## src/pes_pkg.sv

```systemverilog
// Shared types and constants for the particle ellipsoid shape pipeline.
package pes_pkg;

  localparam int ROOT_STAGES = 32;
  localparam int QUO_STAGES  = 32;
  localparam int DATA_W      = 32;
  localparam int WIDE_W      = 64;
  localparam logic [31:0] AXIS_ONE = 32'h4000_0000;

  typedef enum logic [2:0] {
    REG_RADIUS_SCALE  = 3'd0,
    REG_TIME_STEP     = 3'd1,
    REG_VEL_SCALING   = 3'd2,
    REG_KEEP_VOLUME   = 3'd3,
    REG_MIN_SPEED_SQ  = 3'd4
  } cfg_reg_t;

  typedef struct packed {
    logic [31:0] radius;
    logic [31:0] mag_x;
    logic [31:0] mag_y;
    logic [31:0] mag_z;
    logic        neg_x;
    logic        neg_y;
    logic        neg_z;
    logic        ellipsoid;
  } front_t;

  typedef struct packed {
    logic [31:0] major;
    logic [31:0] radius;
    logic        ellipsoid;
  } vol_t;

  typedef struct packed {
    logic [31:0] major;
    logic [31:0] radius;
    logic        ellipsoid;
    logic [31:0] quo_x;
    logic [31:0] quo_y;
    logic [31:0] quo_z;
    logic        neg_x;
    logic        neg_y;
    logic        neg_z;
  } back_t;

endpackage

```

## src/pes_div.sv

```systemverilog
// Pipelined restoring divider, 64-bit dividend over 32-bit divisor, 32-bit quotient.
module pes_div #(
  parameter int SW = 1
) (
  input  logic          clk,
  input  logic          en,
  input  logic [63:0]   num_i,
  input  logic [31:0]   den_i,
  input  logic [SW-1:0] side_i,
  output logic [31:0]   quo_o,
  output logic [SW-1:0] side_o
);

  localparam int STG = pes_pkg::QUO_STAGES;

  logic [31:0]   rem_r  [STG];
  logic [31:0]   quo_r  [STG];
  logic [31:0]   low_r  [STG];
  logic [31:0]   den_r  [STG];
  logic [SW-1:0] side_r [STG];

  genvar g;
  for (g = 0; g < STG; g++) begin : g_stage
    logic [31:0]   rem_p;
    logic [31:0]   quo_p;
    logic [31:0]   low_p;
    logic [31:0]   den_p;
    logic [SW-1:0] side_p;
    logic [32:0]   cur;
    logic          ge;

    if (g == 0) begin : g_first
      assign rem_p  = num_i[63:32];
      assign quo_p  = '0;
      assign low_p  = num_i[31:0];
      assign den_p  = den_i;
      assign side_p = side_i;
    end else begin : g_next
      assign rem_p  = rem_r[g-1];
      assign quo_p  = quo_r[g-1];
      assign low_p  = low_r[g-1];
      assign den_p  = den_r[g-1];
      assign side_p = side_r[g-1];
    end

    assign cur = {rem_p, low_p[31]};
    assign ge  = (cur >= {1'b0, den_p});

    always_ff @(posedge clk) begin
      if (en) begin
        rem_r[g]  <= ge ? 32'(cur - {1'b0, den_p}) : cur[31:0];
        quo_r[g]  <= {quo_p[30:0], ge};
        low_r[g]  <= {low_p[30:0], 1'b0};
        den_r[g]  <= den_p;
        side_r[g] <= side_p;
      end
    end
  end

  assign quo_o  = quo_r[STG-1];
  assign side_o = side_r[STG-1];

endmodule

```

## config.mk

```make
export PLATFORM = sky130hd
export DESIGN_NAME = pes_div
export DESIGN_NICKNAME = d
export VERILOG_FILES = /design/src/pes_pkg.sv /design/src/pes_div.sv
export SDC_FILE = /design/constraint.sdc
export NUM_CORES = 2
export LEC_CHECK = 0
export BUFFER_PORTS_ARGS = -buffer_cell sky130_fd_sc_hd__buf_2
export CAP_MARGIN = 10
export CORE_MARGIN = 8
export CORE_UTILIZATION = 57
export CTS_CLUSTER_DIAMETER = 200
export DETAILED_ROUTE_END_ITERATION = 7
export MAX_ROUTING_LAYER = met4
export PLACE_DENSITY = 0.73
export RECOVER_POWER = 25
export SLEW_MARGIN = 20
export SYNTH_ARGS = -nofsm -noshare
export SYNTH_HDL_FRONTEND = slang
export SYNTH_MEMORY_MAX_BITS = 65536
export SYNTH_SLANG_ARGS = --single-unit
```

## constraint.sdc

```tcl
create_clock -name clk -period 4.75 [get_ports clk]
set_input_delay 0.475 -clock clk [delete_from_list [all_inputs] [get_ports clk]]
set_output_delay 0.475 -clock clk [all_outputs]
set_load 0.01 [all_outputs]
```

==> impl_metrics.csv <==
group,metric,value,unit
yosys,sequential_cell_area_fraction_in_the_yosys_report,0.588,
cells_and_area,drive_gt1_frac,0.0952,
detailed_routing,maxUsedRoutingLayer,"met4",
cts,cts.root.buffer_cell,"sky130_fd_sc_hd__clkbuf_16",
placement,detailedPlacementHpwl,285,mm
cells_and_area,footprint_of_the_multi_input_gates,58100,sq um
worst_setup_path,setup.worst_path.end_class,"flop",
yosys,ys_top_cells_by_count,"3040 x sky130_fd_sc_hd__edfxtp_1, 1280 x sky130_fd_sc_hd__inv_1, 1024 x sky130_fd_sc_hd__ha_1",
cts,worst_setup_hold_path_clk_slew,0.06,ns
detailed_routing,drc_errors,0,
sta,period_share,1.00,
cells_and_area,filler_cell_count,20000,
yosys,netlist-cell-type-count,96,
grt,grt_start_max_net_pins,202,
cts,ctsHtreeMaxLevel,5,
sta,post-route-min-period,4.75,ns
detailed_routing,detail-route-antenna-nets,0,
worst_setup_path,crit_path_start_kind,"flop",
yosys,synth.most_common_cell,"sky130_fd_sc_hd__edfxtp_1",
yosys,synth-edff-count,3040,
cells_and_area,seqCellArea,91300,sq um
placement,gpl.final_weighted_congestion,0.983,
detailed_routing,drt-total-wl,380,mm
sta,final.setup_skew,0.0528,ns
run_status,failing_checks,"setup timing",
detailed_routing,wirelength_met1,149,mm
detailed_routing,dr_total_vias,100000,
detailed_routing,wire_per_inst,22.3,microns
yosys,synth.area.top_cells,"sky130_fd_sc_hd__edfxtp_1 59%, sky130_fd_sc_hd__ha_1 8.3%, sky130_fd_sc_hd__inv_1 3.1%",
sta,worst_slack,-0.00242,ns
yosys,syn_area,155000,sq um
sta,worst_pin_slew,1.14,ns
power_and_ir_drop,leakagePower,69.9,nW
floorplanning,io-pin-count,132,
detailed_routing,starting_drc_count_in_detailed_routing,8101,
cts,clock_sinks,3040,
power_and_ir_drop,power_per_cell_area,704,nW/um^2
run_status,status,"finished, violations left",
cells_and_area,final_net_count,14300,
yosys,synth.net_count,13800,
grt,overflow,0,
cells_and_area,final_design_area_no_fill,173000,sq um
placement,placement.cell_area,161000,sq um
detailed_routing,wire_length_on_met2,188,mm
floorplanning,floorplan.initialDensity,0.573,
yosys,async_flop_share,0,
sta,hold_viol,0,
yosys,synth_largest_area_cell,"sky130_fd_sc_hd__edfxtp_1",
placement,portBuffers,131,
worst_setup_path,worst-endpoint-arrival,5.36,ns
detailed_routing,route.detailed.vias_per_inst,5.91,
detailed_routing,drt_first_pass_iters,6,
floorplanning,chipWidth,538,microns
sta,rsz0062_at_grt,"true",
floorplanning,core_area,271000,sq um
job,maxCapViolCount,0,
yosys,yosysWarningCount,0,
grt,grt_use_total,0.263,
floorplanning,height_of_the_die,538,microns
cells_and_area,area_growth,11.7,%
cts,tritoncts,"yes",
sta,finalMaxSlewViolations,0,
worst_hold_path,timing.hold.worst.class,"primary input to flop",
cts,cts_buffer_depth,4,
cells_and_area,final_cell_count_no_fill,17000,
yosys,ys_ff_latch,3040,
sta,final-setup-viol-count,1,
cts,worst_skew_pair.late_latency,0.92,ns
worst_setup_path,worstPathMaxFanout,35,
yosys,synth_top_area_share,0.588,
power_and_ir_drop,vdd_ir_drop_max,359,uV
detailed_routing,detailroute.wirelength.met3,19.6,mm
yosys,synth_ff_type,"sky130_fd_sc_hd__edfxtp_1",
placement,post-place-cells,16300,
yosys,syn_inst,12700,
grt,grt_first_pass_wirelength,576,mm
sta,timing.max_slew.rel_slack,0.238,
grt,vias_in_the_first_global_route,101000,
sta,achievable-frequency,210,MHz
cts,tritoncts.num_buffers,325,
floorplanning,floorplan.die_area,289000,sq um
grt,antenna_violations_before_repair,15,
floorplanning,core.rowCount,191,
worst_setup_path,worst-endpoint-required,5.35,ns
worst_setup_path,worstSetupPathType,"flop to flop",
yosys,synthesis.area_per_instance,12.3,sq um
## routing by layer
layer / vias to the layer above / global-route usage
met3: 959 / 0.0347
li1: 47600 / -
met2: 3128 / 0.450
met1: 48700 / 0.306
met4: 0 / 0.135
met5: - / -
## area by class of cell
cell class                 count  area share
tap                         3570      0.0258
inverter                    1280      0.0277
clock inverter               197      0.0133
sequential                  3040       0.527
clock buffer                 390      0.0492
multi-input combinational   8070       0.336
antenna                       17    0.000246
timing repair buffer         422      0.0211
## path summary, 6_finish.rpt
| check | startpoint | cells after the start | slack, ns | end |
|---|---|---|---|---|
| worst max-delay path | rem_r[0][224]$_DFFE_PP_ | 13 | -0.002 | rem_r[0][268]$_DFFE_PP_ |
| worst min-delay path | num_i[4] | 2 | 0.27 | low_r[0][4]$_DFFE_PP_ |
| worst max register to register | rem_r[0][224]$_DFFE_PP_ | 13 | -0.002 | rem_r[0][268]$_DFFE_PP_ |
| worst min register to register | quo_r[0][263]$_DFFE_PP_ | 0 | 0.38 | quo_r[0][296]$_DFFE_PP_ |
## report_power, final
group | internal [mW] | leakage (nW) | switching [mW] | total [mW]
logic | 23.1 | 34.9 | 30.0 | 53.1
clock network | 15.0 | 5.25 | 10.7 | 25.7
registers | 38.8 | 29.8 | 4.32 | 43.1
## repair_timing
action,in CTS,in global routing
gates resized for setup,0,1
setup endpoints to repair,0,4
setup buffers,0,0
endpoints found under the hold margin,104,0
hold buffers,97,0
## cells in the final DEF, fill, tap and decap left out, drive strengths merged, types with 410 or more instances in the layout
cell / instances
a21o: 514
inv: 1294
clkbuf: 424
ha: 1024
a21oi: 895
nand2: 886
mux2: 410
o21ai: 866
nor2: 570
xnor2: 470
edfxtp: 3040
## critical path, stage by stage (launching register included)
cell,delay [ns]
sky130_fd_sc_hd__edfxtp_1,0.42
sky130_fd_sc_hd__ha_1,0.32
sky130_fd_sc_hd__nor2b_1,0.11
sky130_fd_sc_hd__o21ai_0,0.10
sky130_fd_sc_hd__a21boi_0,0.31
sky130_fd_sc_hd__o31ai_1,0.13
sky130_fd_sc_hd__a211oi_1,0.50
sky130_fd_sc_hd__o311ai_1,0.29
sky130_fd_sc_hd__o21ai_0,0.47
sky130_fd_sc_hd__a311oi_1,0.19
sky130_fd_sc_hd__buf_4,0.18
sky130_fd_sc_hd__o41a_2,0.52
sky130_fd_sc_hd__buf_12,0.22
sky130_fd_sc_hd__o21ai_0,0.64
## cell families after synthesis
group	Yosys count	share of synthesized area
xor+xnor	847	0.0478
compound gates	3183	0.129
flops	3040	0.588
mux	445	0.0327
simple gates	2540	0.0776
fa+ha+maj	1055	0.0866
buf+inv	1548	0.0382
## registers in the layout (all words and copies together) (netlist names)
name	count
quo_r	528
low_r	496
rem_r	992
den_r	992
side_r	32
## stage by stage
stage | utilization | setup TNS (ns) | hold WS, ns | worst slack [ns] | power [mW]
3_5_place_dp | 0.596 | 0 | 0.405 | 0.0729 | 95.6
3_3_place_gp | 0.596 | 0 | 0.400 | 0.0967 | 94.5
6_report | 0.640 | -0.00242 | 0.271 | -0.00242 | 122
2_1_floorplan | - | 0 | 0.400 | 0.978 | 79.9
5_1_grt | 0.640 | -0.454 | 0.229 | -0.155 | 129
4_1_cts | 0.640 | 0 | 0.191 | 0.0149 | 122
No activity file was read; power rests on OpenSTA's default activity.
